--- config.mk ---
export PLATFORM = sky130hd
export DESIGN_NAME = cmp_div
export DESIGN_NICKNAME = d
export VERILOG_FILES = /design/src/hw/rtl/cmp_pkg.sv /design/src/hw/rtl/cmp_div.sv
export SDC_FILE = /design/constraint.sdc
export NUM_CORES = 2
export LEC_CHECK = 0
export BUFFER_PORTS_ARGS = -buffer_cell sky130_fd_sc_hd__clkbuf_2
export CAP_MARGIN = 20
export CORE_ASPECT_RATIO = 1.4
export CORE_MARGIN = 4
export CORE_UTILIZATION = 55
export CTS_CLUSTER_SIZE = 16
export DETAILED_ROUTE_END_ITERATION = 10
export GPL_ROUTABILITY_DRIVEN = 0
export HOLD_SLACK_MARGIN = 0.02
export PLACE_DENSITY = 0.82
export SLEW_MARGIN = 20
export SYNTH_ARGS = -nofsm -noshare
export SYNTH_HDL_FRONTEND = slang
export SYNTH_SLANG_ARGS = --single-unit
--- constraint.sdc ---
create_clock -name clk -period 7.2 [get_ports clk]
set_input_delay 0.72 -clock clk [delete_from_list [all_inputs] [get_ports clk]]
set_output_delay 0.72 -clock clk [all_outputs]
set_load 0.01 [all_outputs]
--- src/hw/rtl/cmp_pkg.sv ---
// Package for complex_magnitude_phase: widths, constants and shared types.
// Used by every module in hw/rtl; depends on nothing.
`timescale 1ns / 1ps
`default_nettype none
package cmp_pkg;
    localparam int SampleBits = 16;
    localparam int FracBits   = 13;
    localparam int AbsBits    = SampleBits;
    localparam int SqBits     = 2 * AbsBits;
    localparam int SumBits    = SqBits + 1;
    localparam int MagBits    = AbsBits + 1;
    localparam int NumBits    = SqBits + 5;
    localparam int DenBits    = SqBits + 5;
    localparam int QBits      = FracBits + 1;
    localparam int PhaseBits  = 16;
    localparam int MagOutBits = 16;
    localparam int WideBits   = FracBits + 4;
    localparam logic signed [WideBits-1:0] PiQ   = WideBits'(25736);
    localparam logic signed [WideBits-1:0] HalfQ = WideBits'(12868);

    typedef struct packed {
        logic re_zero;
        logic im_zero;
        logic re_neg;
        logic im_neg;
        logic small_z;
    } quad_t;
endpackage
`default_nettype wire

--- src/hw/rtl/cmp_div.sv ---
// Pipelined restoring divider giving round(2^F*p/d) with ties up, p < d.
// Depends on cmp_pkg.
`timescale 1ns / 1ps
`default_nettype none
module cmp_div
    import cmp_pkg::*;
(
    input  wire logic               clk,
    input  wire logic               en,
    input  wire logic [NumBits-1:0] num,
    input  wire logic [DenBits-1:0] den,
    output logic      [QBits-1:0]   term
);
    logic [DenBits:0]   rem_reg [QBits+1];
    logic [DenBits-1:0] den_reg [QBits+1];
    logic [QBits:0]     q_reg   [QBits+1];
    assign rem_reg[0] = (DenBits+1)'(num);
    assign den_reg[0] = den;
    assign q_reg[0]   = '0;
    for (genvar s = 0; s < QBits; s++) begin : g_stage
        logic [DenBits+1:0] sh;
        logic [DenBits:0]   r_n;
        logic [QBits:0]     q_n;
        always_comb
        begin
            sh  = {rem_reg[s], 1'b0};
            q_n = {q_reg[s][QBits-1:0], 1'b0};
            r_n = sh[DenBits:0];
            if (sh >= (DenBits+2)'(den_reg[s]))
            begin
                r_n    = (DenBits+1)'(sh - (DenBits+2)'(den_reg[s]));
                q_n[0] = 1'b1;
            end
        end
        always_ff @(posedge clk)
        begin
            if (en)
            begin
                rem_reg[s+1] <= r_n;
                den_reg[s+1] <= den_reg[s];
                q_reg[s+1]   <= q_n;
            end
        end
    end
    logic [QBits+1:0] rnd;
    assign rnd  = (QBits+2)'(q_reg[QBits]) + (QBits+2)'(1);
    assign term = rnd[QBits:1];
endmodule
`default_nettype wire

Word-level counts from Yosys, hierarchy flattened
Index checks and enable logic that the tools add are counted.
{"block": "op_classes", "muxes": 27, "addsub": 14, "n_lt_le_gt_ge": 14}
{"operator": ">= comparator 39 x 37 -> 1 bit", "count": 13}
{"operator": "2-to-1 mux 38 bit", "count": 13}
{"operator": "subtractor 38 x 37 -> 38 bit", "count": 13}
{"operator": ">= comparator 38 x 37 -> 1 bit", "count": 1}
{"operator": "adder 14 x 1 -> 15 bit (second input constant)", "count": 1}
{"operator": "2-to-1 mux 1 bit", "count": 14}
{"block": "word_totals", "elab_cells": 108, "out_inout_bits": 14, "reg_bits": 1080, "inputBits": 76}

Longest topological paths before layout
{"block": "depth", "ltp_word": 2, "ltp_mapped": 16, "ltp_nobuf": 13}

Worst setup path before layout
Ideal clock, no wire load.
{"block": "synth_path", "path_kind": "reg-to-reg", "from": "reg den_reg[111] in the netlist's numbering", "to": "reg rem_reg (netlist bit g_stage[12].sh[35]), data pin", "arrival_time_ns": 3.355, "n_path_buf": 0, "slack_ns": 3.575, "setup_ns": 0.270, "path_stages_with_launch": 14, "required_ns": 6.930, "synth_period_minus_slack_ns": 3.625, "path_cell_list": "edfxtp_1 inv_1 fa_1 a21o_1 a221oi_1 a21oi_1 or3b_1 a31o_2 a311oi_1 o21ai_0 o21a_1 a211oi_1 xor2_1 a21oi_1"}
{"block": "synth_via", "elab_chain_cells": 2, "word_cells_on_any_way": 3, "cone_classes": "add/sub (1); order compare (1); mux (1)"}
{"item": "start, declared", "line_no": "cmp_div.sv:15", "rtl": "logic [DenBits-1:0] den_reg [QBits+1];"}
{"item": "start signal, assigned by index", "line_no": "cmp_div.sv:40", "rtl": "den_reg[s+1] <= den_reg[s];"}
{"item": "subtractor 38 x 37 -> 38 bit / >= comparator 39 x 37 -> 1 bit (equally long branches)", "line_no": "cmp_div.sv:31, cmp_div.sv:29"}
{"item": "2-to-1 mux 38 bit *", "line_no": "cmp_div.sv:29", "rtl": "if (sh >= (DenBits+2)'(den_reg[s]))"}
{"item": "net g_stage[11].r_n[34]", "line_no": "cmp_div.sv:22", "rtl": "logic [DenBits:0] r_n;"}
{"item": "end signal, assigned by index", "line_no": "cmp_div.sv:39", "rtl": "rem_reg[s+1] <= r_n;"}
{"item": "end, declared", "line_no": "cmp_div.sv:14", "rtl": "logic [DenBits:0] rem_reg [QBits+1];"}
The timed path passes the listed nets; every way through them passes the cells marked *.
A chain may end at the register's enable or synchronous reset.

Worst setup path after layout
{"block": "layout_path", "from": "reg rem_reg (netlist bit g_stage[5].sh[3])", "to": "reg rem_reg (netlist bit g_stage[6].sh[2]), data pin"}
{"block": "layout_via", "elab_chain_cells": 2}
{"item": ">= comparator 39 x 37 -> 1 bit", "line_no": "cmp_div.sv:29"}
{"item": "2-to-1 mux 38 bit", "line_no": "cmp_div.sv:29"}
{"item": "net g_stage[5].r_n[1]", "line_no": "cmp_div.sv:22"}
The timed path passes the listed nets, and every way through them passes these cells.

==> summary.md <==
| Metric | Value |
|---|---|
| Setup_tns | 0 ps |
| Kind of critical path | reg2reg |
| Logic pwr share | 0.474 |
| Layout Cells excl Fill | 7,678 |
| Final min period | 4990 ps |
| Rel. slew slack | 0.275 |
| Register area share after synthesis | 0.502 |
| Area added between synthesis and finish | 8.51% |
| Synthesized area | roughly 0.065 sq mm |
| Average size of a mapped cell | 10.7 sq um |
| Slew @ Worst Pin | 1070 ps |
| Syn_nets | 6,623 |
| I/O pin count | 90 |
| RSZ-0062 raised after global routing | no |
| Sw power | 11,300 uW |
| Clock power share | 0.180 |
| Primary FF master, synth | edfxtp_1 |
| Row cnt | approximately 150 |
| Drt first pass iters | 8 |
| Vias in the first global route | 45.7k |
| Core box area | 0.116 sq mm |
| Worst hold slack | 244 ps |
| WP data required | about 7600 ps |
| Routed Antenna Nets | 0 |
| CTS H-tree lvls | 3 |
| F_max | 200 MHz |
| CP Launch Type | flip-flop |
| Sequential share of power | 0.345 |
| First-pass GRT wire length | approximately 210,000 um |
| Initial DRC count | 2,532 |
| CP Max Fanout | 37 |
| ANT cells | 0 |
| LEAKAGE | 0.0291 uW |
| CTS buffer count | 108 |
| All-layer global routing usage | 0.210 |
| HP Class | in2reg |
| Yosys cell types | a little over 90 |
| Post-DP HPWL | 99,800 um |
| Gate count of the mapped netlist | 6,016 |
| Status | finished, final reports clean |
| Total grt overflow | 0 |
| Fillers | 8,792 |
| Final core occ | 0.601 |
| Detail-routed via count per cell | 5.89 |
| Root buffer cell | clkbuf_16 |
| Pin count of the biggest net entering global routing | 194 |
| Critical path arrival | 5400 ps |
| Switching fraction of total power | 0.374 |
| YS warnings | 0 |
| Clk_lat worst skew | between 600 and 700 ps |
| Pwr dens | 430 mW/mm^2 |
| Crit path capture type | flip-flop |
| Placed Cells | 7,476 |
| Die Width | 298 um |
| Clock sink count | 1,080 |
| MaxCap Viol Count | 0 |
| Post-CTS Hold Buffers | 0 |
| Int Power | about 19,000 uW |
| Die H | 413 um |
| WL/cell | 17.1 um |
| Initial antenna violation count | 0 |
| Fin. max-slew vios | 0 |
| NumNets Final | 6,693 |
| Post-CTS setup buffer count | 0 |
| I/O Buffers | 89 |
| CTS tree | yes |
| Number of flops mapped to enable cells by yosys | 1,080 |
| Post-Route WL | 131,000 um |
| Max reg flops | 494 |
| Post-synth ARST share | 0 |
| Clock-pin slew on the worst setup and hold paths | 60 ps |
| Synth Register Bits | 1,080 |
| Die ar. | between 0.1 and 0.15 sq mm |
| Clock Path Buffers | 3 |
| Worst VDD drop | 0.000231 V |
| Fin crit share | 0.693 |
| Pwr Total | 30,100 uW |
| Via count | 45.2k |
| Clock skew | 18.6 ps |
| Hold Fails Final Rpt | 0 |
| Setup Viol. Count Final | 0 |
| Initial Util | 0.554 |
| Layout cells sized above 1 | 0.0733 |
| PostCTS Resize Cnt | 0 |
| Final routed DRC violation total | 0 |
## worst paths after layout
check / depth (start not counted) / startpoint / slack [ps] / end
worst max-delay path: 12 / g_stage[5].sh[3] / 2210 / g_stage[6].sh[2]
worst min-delay path: 1 / den[19] / 240 / den_reg[500]
worst max register to register: 12 / g_stage[5].sh[3] / 2210 / g_stage[6].sh[2]
worst min register to register: 0 / g_stage[8].q_n[5] / 410 / g_stage[9].q_n[6]
## logic make-up (layout without fill, tap and decap cells)
| group | count (synthesis) | count (layout) | share of synthesized area |
|---|---|---|---|
| AO/OA/AOI/OAI | 1726 | 1726 | 0.167 |
| AND/OR/NAND/NOR | 1331 | 1331 | 0.0968 |
| flip-flops | 1080 | 1080 | 0.502 |
| buffers and inverters | 772 | 934 | 0.0460 |
| adder cells (fa/ha/maj) | 531 | 531 | 0.104 |
| XOR/XNOR | 451 | 451 | 0.0612 |
| multiplexers | 125 | 125 | 0.0218 |
## per-layer routing
| metal | part of all wire | vias up | global-route usage |
|---|---|---|---|
| li1 | - | 22113 | - |
| met1 | 0.35 | 21155 | 0.198 |
| met2 | 0.54 | 1418 | 0.415 |
| met3 | 0.037 | 523 | 0.0209 |
| met4 | 0.080 | 0 | 0.154 |
| met5 | 0 | - | 0 |
## critical path: stages, from the launching register on
cell      delay, ps
edfxtp_1        420
ha_1            440
o211a_1         180
o31ai_1          80
a31oi_1         440
a221o_1         380
o221ai_1        310
a31oi_1         460
a31oi_1         200
or2_2           360
o21bai_4        710
buf_4           360
mux2_2          370
## power by group through the flow
stage / registers [uW] / logic [uW] / clock network (uW)
final: 10400 / 14300 / 5420
after global routing: 10500 / 15800 / 5790
after CTS: 10400 / 14100 / 5530
after detailed placement: 10500 / 13900 / 0
after global placement: 10400 / 13400 / 0
after floorplan: 10100 / 11100 / 0
## cell usage after synthesis, drive strengths merged (11+ instances only)
library cell	count	share of area
o211ai	16	0.0019
and3	62	0.0060
a211o	11	0.0015
nand2	467	0.027
nand2b	58	0.0056
and2	23	0.0022
o21ai	426	0.033
a21o	295	0.034
mux2	123	0.021
buf	37	0.0032
edfxtp	1080	0.50
or3	17	0.0017
inv	611	0.036
a21boi	13	0.0015
a31oi	66	0.0064
a211oi	35	0.0041
nor4	19	0.0018
a21oi	531	0.041
clkbuf	124	0.0072
nand3	103	0.0080
o21a	59	0.0069
xor2	189	0.026
a2111oi	19	0.0027
o21bai	82	0.0096
nand4	91	0.0088
fa	13	0.0040
xnor2	262	0.036
a31o	11	0.0015
nor3	55	0.0043
nor2	322	0.019
ha	518	0.10
nor2b	57	0.0055
or2	16	0.0016
a221o	18	0.0028
o31ai	34	0.0043
## cell type report
class | instances | area, sq um | area share
clock buffers | 128 | 2820 | 0.0403
clock inverters | 74 | 636 | 0.00907
inverters | 611 | 2290 | 0.0327
multi-input cells | 4164 | 29200 | 0.417
flip-flops and latches | 1080 | 32400 | 0.463
well taps | 1500 | 1880 | 0.0268
repair buffers | 121 | 756 | 0.0108
## stage by stage
step           cell area (sq um)  setup WS [ps]
4_1_cts                    70000           2310
3_3_place_gp               66600           2080
5_1_grt                    70000           1990
3_5_place_dp               66600           2330
6_report                   70000           2210
2_1_floorplan              64600           3570
## layout by cell type (no fill, tap or decap), drive strengths merged, types with 34 or more instances in the layout
| cell type | Yosys | layout |
|---|---|---|
| nor3 | 55 | 55 |
| nand2b | 58 | 58 |
| a211oi | 35 | 35 |
| nor2b | 57 | 57 |
| a21oi | 531 | 531 |
| o21a | 59 | 59 |
| inv | 611 | 612 |
| xnor2 | 262 | 262 |
| nand4 | 91 | 91 |
| and3 | 62 | 62 |
| clkinv | 0 | 58 |
| nand3 | 103 | 103 |
| o21ai | 426 | 426 |
| nor2 | 322 | 322 |
| clkbuf | 124 | 216 |
| nand2 | 467 | 467 |
| mux2 | 123 | 123 |
| ha | 518 | 518 |
| xor2 | 189 | 189 |
| a31oi | 66 | 66 |
| o21bai | 82 | 82 |
| edfxtp | 1080 | 1080 |
| o31ai | 34 | 34 |
| a21o | 295 | 295 |
Note: power is estimated with default switching activity, not from simulation.
