===== src/hw/rtl/cmp_pkg.sv =====
// Package for complex_magnitude_phase: widths, constants and shared types.
// Used by every module in hw/rtl; depends on nothing.
`timescale 1ns / 1ps
`default_nettype none
package cmp_pkg;
    localparam int SampleBits = 16;
    localparam int FracBits   = 13;
    localparam int AbsBits    = SampleBits;
    localparam int SqBits     = 2 * AbsBits;
    localparam int SumBits    = SqBits + 1;
    localparam int MagBits    = AbsBits + 1;
    localparam int NumBits    = SqBits + 5;
    localparam int DenBits    = SqBits + 5;
    localparam int QBits      = FracBits + 1;
    localparam int PhaseBits  = 16;
    localparam int MagOutBits = 16;
    localparam int WideBits   = FracBits + 4;
    localparam logic signed [WideBits-1:0] PiQ   = WideBits'(25736);
    localparam logic signed [WideBits-1:0] HalfQ = WideBits'(12868);

    typedef struct packed {
        logic re_zero;
        logic im_zero;
        logic re_neg;
        logic im_neg;
        logic small_z;
    } quad_t;
endpackage
`default_nettype wire


===== src/hw/rtl/cmp_sqrt.sv =====
// Pipelined integer square root, one result bit per stage.
// Depends on cmp_pkg.
`timescale 1ns / 1ps
`default_nettype none
module cmp_sqrt
    import cmp_pkg::*;
(
    input  wire logic               clk,
    input  wire logic               en,
    input  wire logic [SumBits-1:0] radicand,
    output logic      [MagBits-1:0] root
);
    logic [SumBits-1:0] rem_reg  [MagBits+1];
    logic [MagBits-1:0] root_reg [MagBits+1];
    assign rem_reg[0]  = radicand;
    assign root_reg[0] = '0;
    for (genvar s = 0; s < MagBits; s++) begin : g_stage
        localparam int B = MagBits - 1 - s;
        logic [SumBits+1:0] trial;
        logic [SumBits+1:0] rem_w;
        logic [MagBits-1:0] rt_next;
        always_comb
        begin
            trial   = ((SumBits+2)'(root_reg[s]) << (B + 1)) + ((SumBits+2)'(1) << (2 * B));
            rem_w   = (SumBits+2)'(rem_reg[s]);
            rt_next = root_reg[s];
            if (rem_w >= trial)
            begin
                rem_w   = rem_w - trial;
                rt_next = rt_next | (MagBits'(1) << B);
            end
        end
        always_ff @(posedge clk)
        begin
            if (en)
            begin
                rem_reg[s+1]  <= rem_w[SumBits-1:0];
                root_reg[s+1] <= rt_next;
            end
        end
    end
    assign root = root_reg[MagBits];
endmodule
`default_nettype wire


===== config.mk =====
export PLATFORM = sky130hd
export DESIGN_NAME = cmp_sqrt
export DESIGN_NICKNAME = d
export VERILOG_FILES = /design/src/hw/rtl/cmp_pkg.sv /design/src/hw/rtl/cmp_sqrt.sv
export SDC_FILE = /design/constraint.sdc
export NUM_CORES = 1
export LEC_CHECK = 0
export BUFFER_PORTS_ARGS = -buffer_cell sky130_fd_sc_hd__buf_2
export CORE_UTILIZATION = 33
export DETAILED_ROUTE_END_ITERATION = 12
export PLACE_DENSITY = 0.46
export SYNTH_ARGS = -nofsm -noshare
export SYNTH_HDL_FRONTEND = slang
export SYNTH_SLANG_ARGS = --single-unit

===== constraint.sdc =====
create_clock -name clk -period 5.25 [get_ports clk]
set_input_delay 1.575 -clock clk [delete_from_list [all_inputs] [get_ports clk]]
set_output_delay 1.575 -clock clk [all_outputs]
set_load 0.02 [all_outputs]

After elaboration in Yosys (flattened, before gate mapping)
Cells that the tools add are included.
- add/sub/neg operators: 32
- order comparisons: 17
- mux-type cells: 17
- operators by type and width (kind ; count):
    $mux W33 ; 16
    $sub A33 B33 Y33 ; 2
    $add A33 B31 Y34 const B ; 1
    $ge A33 B34 Y1 ; 1
    $add A32 B29 Y33 const B ; 1
    $ge A33 B19 Y1 ; 1
    $ge A33 B20 Y1 ; 1
    $ge A33 B21 Y1 ; 1
    $ge A33 B22 Y1 ; 1
    $ge A33 B23 Y1 ; 1
    $ge A33 B24 Y1 ; 1
    $ge A33 B25 Y1 ; 1
    $ge A33 B26 Y1 ; 1
    $ge A33 B27 Y1 ; 1
    $ge A33 B28 Y1 ; 1
    $ge A33 B29 Y1 ; 1
    $ge A33 B30 Y1 ; 1
    $ge A33 B31 Y1 ; 1
    $ge A33 B32 Y1 ; 1
    $ge A33 B33 Y1 ; 1
    $ge A33 B33 Y1 const B ; 1
    $sub A33 B20 Y33 ; 1
    $sub A33 B21 Y33 ; 1
    $sub A33 B22 Y33 ; 1
    other kinds (26) ; 26
- flip-flop bits (word level): 817
- input bits: 35
- output and inout bits: 17
- word-level logic and storage cells: 115

Depth between registers and ports, before layout
Gate-level depths: netlist (run 1).
- word-level depth: 3
- mapped depth: 12
- depth with buffers taken out: 9

Worst setup path before layout (run 1)
Ideal clock, no wire load.
- path kind: register to register
- from: reg rem_reg[127] (netlist name)
- to: reg rem_reg[93] (netlist name), data pin
- library setup time: 0.271 ns
- data arrival time: 2.505 ns
- required time: 4.979 ns
- slack: 2.474 ns
- stages on the path, launching flop included: 9
- path buffers: 1
- period minus slack after synthesis: 2.776 ns
- cell sequence: edfxtp_1 or4_1 or3_1 or4_1 a21o_1 a31oi_4 buf_6 nor4_1 xor2_1
- longest elaborated chain between the ends: 2
- RTL lines (item ; line ; RTL):
    start, declared ; cmp_sqrt.sv:13 ; logic [SumBits-1:0] rem_reg [MagBits+1];
    start signal, assigned by index ; cmp_sqrt.sv:37 ; rem_reg[s+1] <= rem_w[SumBits-1:0];
    $ge A33 B21 Y1 ; cmp_sqrt.sv:27 ; if (rem_w >= trial)
    $mux W33 ; cmp_sqrt.sv:27 ;
    named net g_stage[14].rem_w[27] ; cmp_sqrt.sv:20 ; logic [SumBits+1:0] rem_w;
The timed path passes the listed nets, and every way through them passes these cells.
A chain may end at the register's enable or synchronous reset.

Worst setup path after layout (run 1)
- from: reg rem_reg[123] (netlist name)
- to: reg rem_reg[93] (netlist name), data pin
- longest elaborated chain between the ends: 2
- elaborated cells on any way between the ends: 3
- classes of those cells: add/sub (1); order compare (1); mux (1)
- RTL lines (item ; line):
    $sub A33 B21 Y33 or $ge A33 B21 Y1 (tied branches) ; cmp_sqrt.sv:29, cmp_sqrt.sv:27
    $mux W33 * ; cmp_sqrt.sv:27
    named net g_stage[14].rem_w[27] ; cmp_sqrt.sv:20
Mark *: on every way through the listed nets, which the timed path passes. The rest lies on a longest branch.

==> reports/qor.yml, run 1 <==
yosys:
  yosys_most_used_dff: "edfxtp_1"
  synth_area_leader_cell: "edfxtp_1"
  synthDominantCellAreaShare_pct: 63.6
  synth-edff-count: 681
  synthArstFlopShare_pct: 0
  synth_top_family_by_area: "simple AND/OR/NAND/NOR gates"
  syn_area_per_cell_um2: 13.1
  ys_ff_latch: 681
  synth_warnings: 0
  synth_common_cells: "681 x edfxtp_1, 206 x inv_1, 166 x ha_1"
  synthAdderAreaFrac_pct: 6.52
  ys_types: 77
  ys_seq_area_share_pct: 63.6
  synthMuxAreaShare_pct: 1.12
  ys_top_cells_by_area: "edfxtp_1 64%, ha_1 6.5%, xnor2_1 3.2%"
  syn_nets: 2659
  synth_xor_area_share_pct: 5.75
  postSynthCellCount: 2457
  synth.most_common_cell: "edfxtp_1"
  synth_compound_area_share_pct: 8.81
  yosys.area_share.simple_pct: 11.1
  synth_area_mm2: 0.0321
die:
  ios: 52
  start_util_pct: 33.3
  die-height_um: 314
  core-area_mm2: 0.0966
  die_x_um: 314
  placementRows: 114
  dieArea_mm2: 0.0987
worst_setup_path:
  r2r_start: "rem_reg[123]$_DFFE_PP_"
  path_max_fanout: 41
  critPathCaptureType: "flop"
  cp_data_required_time_ns: 5.61
  r2r_cells: 7
  arrival_ns: 3.96
  critPathTopFamily: "simple AND/OR/NAND/NOR gates"
  setup.worst_path.start_class: "flop"
  reg2reg_slack_ns: 1.65
  reg2reg_to: "rem_reg[93]$_DFFE_PP_"
  crit_type: "reg2reg"
  cpMaxStageDelayCell: "a31oi_4"
  crit_chain: "nor4_1 -> nand2b_1 -> or4_1 -> a21o_1 -> a31oi_4 -> nor4_1 -> xor2_1"
  crit_buf_inv: 0
  max_stage_delay_ns: 0.82
  cpMostUsedCell: "nor4_1"
clocking:
  cts.clk_slew.worst_paths_ns: 0.06
  cts_tree: "yes"
  cts_resized: 0
  cts_buffers: 78
  clock-sinks: 681
  clk_latency_ns: 0.64
  cts_htree_levels: 3
  clock_tree.buffer_depth: 3
  cts_root_buf: "clkbuf_16"
  post-cts-setup-buffers: 0
  cts_hold_buffers: 0
global_routing:
  grt_max_degree: 122
  use_met3_pct: 2.32
  grt.met2_usage_pct: 26.1
  use_met1_pct: 16.8
  grt_pass1_wl_um: 110000
  antenna_found_initial: 0
  grt-ovfl-total: 0
  first_global_vias: 19700
  top_usage_layer: "met2"
  track_usage_pct: 14.2
detailed_routing:
  firstDrtPassIters: 5
  drt-total-wl_um: 69200
  num_vias: 19100
  wl_per_cell_um: 17.8
  ant_nets: 0
  routed_via_density: 4.92
  drc: 0
  drt-initial-drc-count: 1138
placement:
  placed_cells: 3753
  dp_worst_setup_slack_ns: 1.66
  place_congestion: 0.827
  io_buffers: 51
  post-dp-hpwl_um: 51300
power_and_ir_drop:
  p_sw_mw: 4.24
  p_comb_share_pct: 17.0
  p_per_area_mw_per_mm2: 426
  ir_drop_mv: 0.237
  pwr-share-clk_pct: 34.9
  p_total_mw: 15.6
  p_seq_share_pct: 48.2
  intPower_mw: 11.3
  p_leak_nw: 13.6
  p_sw_share_pct: 27.3
hold_path:
  holdPathStages: 0
  hold_path.class: "reg2reg"
  hp-start: "rem_reg[380]$_DFFE_PP_"
  hold_end: "rem_reg[347]$_DFFE_PP_"
timing:
  fmax_ghz: 0.278
  worst_slew_pin_slew_ns: 1.32
  setup_violations: 0
  final-max-slew-violation-count: 0
  rsz0062_at_grt: "false"
  fin_crit_sh_pct: 68.5
  max-slew-margin-rel_pct: 10.0
  fin_skew_ns: 0.0717
  finalWorstSetupSlack_ns: 1.65
  timing.final.crit_period_ns: 3.60
  hold_ws_ns: 0.424
  hold_violations: 0
  final.setup.tns_ns: 0
run_status:
  outcome: "complete, no violations"
cells_and_area:
  fin_nets: 2759
  n_fill_cell: 9082
  largest_reg_flops: 528
  area_growth_pct: 13.7
  drive_above_1_share_pct: 8.54
  diodes: 0
  instances_no_fill: 3887
flow_run:
  drv_cap: 0
## power groups by stage
stage	sequential, mW	clock, mW	combinational, mW
2_1_floorplan	7.33	0	1.99
3_3_place_gp	7.62	0	2.60
3_5_place_dp	7.61	0	2.64
4_1_cts	7.51	5.60	2.66
5_1_grt	7.57	5.80	2.97
6_report	7.49	5.42	2.64
## layout by cell type (no fill, tap or decap), types with 50 or more instances in the layout
cell type	count
buf_2	50
edfxtp_1	681
xnor2_1	117
a21oi_1	135
nor2_1	143
xor2_1	94
nor3_1	52
nor4_1	84
nand2_1	131
inv_1	206
ha_1	166
o21ai_0	111
clkbuf_16	78
## metrics by stage
step | util, % | cell area, um^2
after floorplan | - | 32100
final | 37.8 | 36500
after detailed placement | 35.2 | 34000
after global routing | 37.8 | 36500
after CTS | 37.8 | 36500
after global placement | 35.2 | 34000
## area by class of cell
class / count / area, um^2 / area share, %
Clock buffer: 88 / 1990 / 5.44
Multi-Input combinational cell: 1525 / 10700 / 29.3
Inverter: 207 / 777 / 2.13
Tap cell: 1276 / 1600 / 4.37
Sequential cell: 681 / 20400 / 56.0
Clock inverter: 46 / 571 / 1.56
Timing Repair Buffer: 64 / 438 / 1.20
## cell families (layout without fill, tap and decap cells)
logic type / after synthesis / in the layout
mux: 33 / 33
buf+inv: 251 / 405
simple gates: 664 / 664
compound gates: 449 / 449
xor+xnor: 211 / 211
flops: 681 / 681
other cells: 1 / 1
fa+ha+maj: 167 / 167
## how the worst max path moves through the flow
stage,endpoint,start,depth (start not counted),slack [ns]
global route,rem_reg[97]$_DFFE_PP_,rem_reg[105]$_DFFE_PP_,8,1.33
detailed placement,rem_reg[93]$_DFFE_PP_,rem_reg[123]$_DFFE_PP_,7,1.66
floorplan,rem_reg[93]$_DFFE_PP_,rem_reg[127]$_DFFE_PP_,8,2.47
global placement,rem_reg[93]$_DFFE_PP_,rem_reg[127]$_DFFE_PP_,7,1.76
CTS,rem_reg[93]$_DFFE_PP_,rem_reg[123]$_DFFE_PP_,7,1.66
finish,rem_reg[93]$_DFFE_PP_,rem_reg[123]$_DFFE_PP_,7,1.65
## per-layer routing
layer / wire length (um) / share of wire [%]
met5: 0 / 0
met4: 1660 / 2.4
met3: 1890 / 2.7
met2: 36500 / 53
met1: 29100 / 42
Power figures use the tool's default switching activity.
==> inputs of run 2 (changes only) <==
--- a/config.mk
+++ b/config.mk
@@ -8,7 +8,7 @@
 export BUFFER_PORTS_ARGS = -buffer_cell sky130_fd_sc_hd__buf_2
 export CORE_UTILIZATION = 33
 export DETAILED_ROUTE_END_ITERATION = 12
-export PLACE_DENSITY = 0.46
+export PLACE_DENSITY = 0.48
 export SYNTH_ARGS = -nofsm -noshare
 export SYNTH_HDL_FRONTEND = slang
 export SYNTH_SLANG_ARGS = --single-unit
==> constraint.sdc (replaced) <==
create_clock -name clk -period 3.14 [get_ports clk]
set_input_delay 0.942 -clock clk [delete_from_list [all_inputs] [get_ports clk]]
set_output_delay 0.942 -clock clk [all_outputs]
set_load 0.02 [all_outputs]
==> run 2 against run 1 <==
Core utilization is 0.69 points higher. Die area stayed put. Sequential share of layout area is 1.0 points lower. Cell area is 1.8% higher. Global-route usage hardly changed. Final cell count is 2.2% higher. Via count is 1.5% higher. Non-clock buffer count is 77 higher. Critical endpoint is now rem_reg[77]$_DFFE_PP_.
==> reports/qor.yml, run 2 (same netlist as run 1, synthesis figures left out) <==
run_status:
  outcome: "complete, no violations"
die:
  die-height_um: 314
  start_util_pct: 33.3
  ios: 52
  die_x_um: 314
  placementRows: 114
  core-area_mm2: 0.0966
  dieArea_mm2: 0.0987
timing:
  setup_violations: 0
  hold_violations: 0
  worst_slew_pin_slew_ns: 0.971
  rsz0062_at_grt: "true"
  final-max-slew-violation-count: 0
  fin_skew_ns: 0.0461
  max-slew-margin-rel_pct: 34.7
  fmax_ghz: 0.333
  final.setup.tns_ns: 0
  fin_crit_sh_pct: 95.5
  timing.final.crit_period_ns: 3.00
  hold_ws_ns: 0.434
worst_setup_path:
  cpMostUsedCell: "or4_4"
  crit_start: "rem_reg[127]$_DFFE_PP_"
  cpMaxStageDelayCell: "or4_4"
  path_max_fanout: 31
  arrival_ns: 3.37
  crit_chain: "or4_4 -> or3_1 -> or4_4 -> a21o_1 -> a31oi_4 -> buf_12 -> o21ai_0"
  cp_data_required_time_ns: 3.51
  crit_type: "reg2reg"
  max_stage_delay_ns: 0.56
  critPathCaptureType: "flop"
  setup.worst_path.start_class: "flop"
  r2r_start: "rem_reg[127]$_DFFE_PP_"
detailed_routing:
  ant_nets: 0
  routed_via_density: 4.89
  drc: 0
  wl_per_cell_um: 17.4
  drt-initial-drc-count: 1161
  drt-total-wl_um: 69100
  num_vias: 19400
  firstDrtPassIters: 5
placement:
  place_congestion: 0.863
  post-dp-hpwl_um: 51900
  io_buffers: 51
global_routing:
  antenna_found_initial: 0
  grt-ovfl-total: 0
  grt.met2_usage_pct: 26.2
  first_global_vias: 20100
  top_usage_layer: "met2"
  grt_pass1_wl_um: 110000
  grt_max_degree: 100
  use_met3_pct: 1.97
  use_met1_pct: 16.5
  track_usage_pct: 14.1
cells_and_area:
  fin_nets: 2834
  drive_above_1_share_pct: 12.1
  seq_area_mm2: 0.0204
  multi_input_area_mm2: 0.0108
  n_fill_cell: 9107
  final_common_cell: "edfxtp_1"
  largest_reg_flops: 528
  area_growth_pct: 15.7
  final_cell_mix: "681 x edfxtp_1, 206 x inv_1, 165 x ha_1"
  diodes: 0
hold_path:
  hold_path.class: "reg2reg"
  hp-start: "rem_reg[242]$_DFFE_PP_"
clocking:
  cts_htree_levels: 3
  cts_tree: "yes"
  clock_tree.buffer_depth: 3
  clock-sinks: 681
  clk_latency_ns: 0.64
  cts_buffers: 76
  cts.clk_slew.worst_paths_ns: 0.06
  cts_hold_buffers: 0
  cts_root_buf: "clkbuf_16"
power_and_ir_drop:
  p_leak_nw: 14.0
  p_seq_share_pct: 48.3
  p_per_area_mw_per_mm2: 694
  p_sw_share_pct: 27.7
  ir_drop_mv: 0.550
  p_comb_share_pct: 18.1
  pwr-share-clk_pct: 33.6
  intPower_mw: 18.7
  p_total_mw: 25.8
  p_sw_mw: 7.16
flow_run:
  drv_cap: 0
-- run 2: repair_timing --
item                                    4_1_cts  5_1_grt
gates cloned                                  0        0
setup buffers                                 0        2
pin swaps                                     1        4
endpoints found under the setup margin       26       45
gates resized for setup                       3       15
-- run 2: power by group through the flow --
stage / Sequential (mW) / Combinational (mW) / Clock [mW]
after floorplan: 12.3 / 3.33 / 0
after global placement: 12.6 / 4.58 / 0
after detailed placement: 12.7 / 4.65 / 0
after CTS: 12.5 / 4.68 / 8.96
after global routing: 12.6 / 5.23 / 9.33
final: 12.5 / 4.68 / 8.67
-- run 2: final timing paths --
path,endpoint,slack [ns],depth (start not counted)
worst max-delay path,rem_reg[77]$_DFFE_PP_,0.14,7
worst min-delay path,rem_reg[209]$_DFFE_PP_,0.43,0
worst max register to register,rem_reg[77]$_DFFE_PP_,0.14,7
worst min register to register,rem_reg[209]$_DFFE_PP_,0.43,0
-- run 2: final cells by class --
type	count	area share, %
clock inverter	58	1.43
sequential	681	55.0
inverter	207	2.09
tap	1276	4.29
clock buffer	83	5.24
multi-input combinational	1525	29.0
timing repair buffer	141	2.93
-- run 2: critical path, delay by kind of cell (launching register included) --
| family | cells | cell delay, ns |
|---|---|---|
| buf+inv | 1 | 0.22 |
| flops | 1 | 0.42 |
| compound gates | 3 | 0.65 |
| simple gates | 3 | 1.43 |
-- run 2: layer usage --
metal,vias up,part of all wire (%)
li1,9565,-
met1,9446,42
met2,282,53
met3,120,2.5
met4,0,2.7
met5,-,0
-- run 2: metrics by stage --
stage	worst slack (ns)	utilization, %	instances	instance area (um^2)
6_report	0.141	38.5	3971	37200
5_1_grt	-0.00758	38.5	3971	37200
4_1_cts	0.0121	38.4	3969	37100
3_5_place_dp	-0.456	35.8	3828	34600
3_3_place_gp	-0.438	35.8	3828	34600
2_1_floorplan	0.364	-	2457	32100
==> inputs of run 3 (changes only) <==
--- a/config.mk
+++ b/config.mk
@@ -6,9 +6,10 @@
 export NUM_CORES = 1
 export LEC_CHECK = 0
 export BUFFER_PORTS_ARGS = -buffer_cell sky130_fd_sc_hd__buf_2
+export CAP_MARGIN = 10
 export CORE_UTILIZATION = 33
 export DETAILED_ROUTE_END_ITERATION = 12
-export PLACE_DENSITY = 0.48
+export PLACE_DENSITY = 0.5
 export SYNTH_ARGS = -nofsm -noshare
 export SYNTH_HDL_FRONTEND = slang
 export SYNTH_SLANG_ARGS = --single-unit
==> run 3 against run 2 <==
Sequential power barely moved. Combinational power about the same. First-iteration DRC count shrank 1.9%. Register-to-register slack is essentially flat. Sequential share of layout area shrank 0.11 points. Clock skew fell by 0.00052 ns. Largest power group unchanged. Via count up 0.52%. Critical path depth increased by 2.
==> reports/qor.yml, run 3 (same netlist as run 1, synthesis figures left out) <==
run_status:
  outcome: "complete, no violations"
power_and_ir_drop:
  intPower_mw: 18.9
  p_leak_nw: 14.0
  p_comb_share_pct: 17.9
  ir_drop_mv: 0.496
  p_per_area_mw_per_mm2: 699
  p_seq_share_pct: 47.8
  p_sw_share_pct: 27.3
  p_sw_mw: 7.11
  pwr-share-clk_pct: 34.3
cells_and_area:
  final_common_cell: "edfxtp_1"
  final_cell_area_mm2: 0.0373
  diodes: 0
  drive_above_1_share_pct: 12.0
  largest_reg_flops: 528
  final_cell_mix: "681 x edfxtp_1, 206 x inv_1, 166 x ha_1"
  area_growth_pct: 16.0
  fin_nets: 2832
timing:
  fin_skew_ns: 0.0456
  max-slew-margin-rel_pct: 41.1
  rsz0062_at_grt: "true"
  finalWorstSetupSlack_ns: 0.127
  final-max-slew-violation-count: 0
  hold_ws_ns: 0.434
  setup_violations: 0
  fin_crit_sh_pct: 95.9
  fmax_ghz: 0.332
  timing.final.crit_period_ns: 3.01
  worst_slew_pin_slew_ns: 0.876
  hold_violations: 0
worst_setup_path:
  crit_type: "reg2reg"
  critPathCaptureType: "flop"
  arrival_ns: 3.36
  setup.worst_path.start_class: "flop"
  cp_data_required_time_ns: 3.48
  path_max_fanout: 4
detailed_routing:
  ant_nets: 0
  drt-initial-drc-count: 1139
  num_vias: 19500
  firstDrtPassIters: 6
  drc: 0
  drt-total-wl_um: 68600
  routed_via_density: 4.92
  wl_per_cell_um: 17.3
global_routing:
  first_global_vias: 20100
  grt-ovfl-total: 0
  antenna_found_initial: 0
  track_usage_pct: 14.0
  grt_max_degree: 112
  grt_pass1_wl_um: 108000
die:
  core-area_mm2: 0.0966
  ios: 52
  dieArea_mm2: 0.0987
  die_x_um: 314
  placementRows: 114
  die-height_um: 314
  start_util_pct: 33.3
clocking:
  cts_root_buf: "clkbuf_16"
  clock_tree.buffer_depth: 3
  cts_tree: "yes"
  clock-sinks: 681
  cts_buffers: 76
  cts_htree_levels: 3
  cts.clk_slew.worst_paths_ns: 0.06
  cts_hold_buffers: 0
  clk_latency_ns: 0.64
hold_path:
  hold_path.class: "reg2reg"
flow_run:
  drv_cap: 0
placement:
  place_congestion: 0.884
  dp_worst_setup_slack_ns: -0.291
  post-dp-hpwl_um: 51900
  io_buffers: 51
  placed_area_mm2: 0.0346
run 3: cell count changes in the layout (fill, tap and decap cells not counted), moves of 4 or more:
cell	change
bufinv_16	+4
clkbuf_1	+5
clkinv_1	-4
clkinv_2	-5
clkinvlp_4	-5
nor4_1	-5
nor4_2	+4
run 3: timing repair:
action                                  in CTS  in global routing
endpoints found under the setup margin      30                 34
gates resized for setup                      4                 19
hold endpoints to repair                     0                  0
buffers inserted                             0                  2
run 3: worst paths after layout:
check                           cells past startpoint  slack (ns)                endpoint                    from
worst min register to register                      0        0.43  rem_reg[310]$_DFFE_PP_  rem_reg[343]$_DFFE_PP_
worst max-delay path                                9        0.13  rem_reg[155]$_DFFE_PP_  rem_reg[176]$_DFFE_PP_
worst min-delay path                                0        0.43  rem_reg[310]$_DFFE_PP_  rem_reg[343]$_DFFE_PP_
worst max register to register                      9        0.13  rem_reg[155]$_DFFE_PP_  rem_reg[176]$_DFFE_PP_
run 3: worst max-delay path, cell delays in order, from the launching register on:
cell       delay [ns]
edfxtp_1         0.39
ha_1             0.37
o21ai_0          0.33
a22oi_1          0.11
buf_4            0.18
a2111oi_0        0.44
nor3_1           0.18
a32oi_1          0.40
nand3_1          0.17
xnor2_1          0.15
run 3: layout make-up:
cell class / count / area [um^2]
clock buffer: 87 / 1940
clock inverter: 49 / 586
fill: 9064 / 59300
inverter: 207 / 777
multi-input combinational: 1525 / 10800
sequential: 681 / 20400
tap: 1276 / 1600
timing repair buffer: 139 / 1080
run 3: per-layer routing:
layer	up-vias	global-route usage (%)	wire (um)
met5	-	0	0
met4	0	5.53	2510
met3	154	2.25	2060
met2	347	26.4	36500
met1	9452	15.4	27600
li1	9561	-	-
run 3: through the flow:
step	utilization (%)	TNS (ns)	power, mW	cells
finish	38.6	0	26.0	3964
global route	38.6	-0.130	27.3	3964
CTS	38.5	0	26.3	3962
detailed placement	35.8	-4.42	17.3	3826
global placement	35.8	-2.96	17.2	3826
floorplan	-	0	15.6	2457
run 3: power groups by stage:
stage | clock network, mW | registers (mW) | logic (mW)
final | 8.93 | 12.5 | 4.65
after global placement | 0 | 12.6 | 4.54
after floorplan | 0 | 12.3 | 3.33
after global routing | 9.55 | 12.6 | 5.19
after CTS | 9.21 | 12.5 | 4.65
after detailed placement | 0 | 12.6 | 4.62
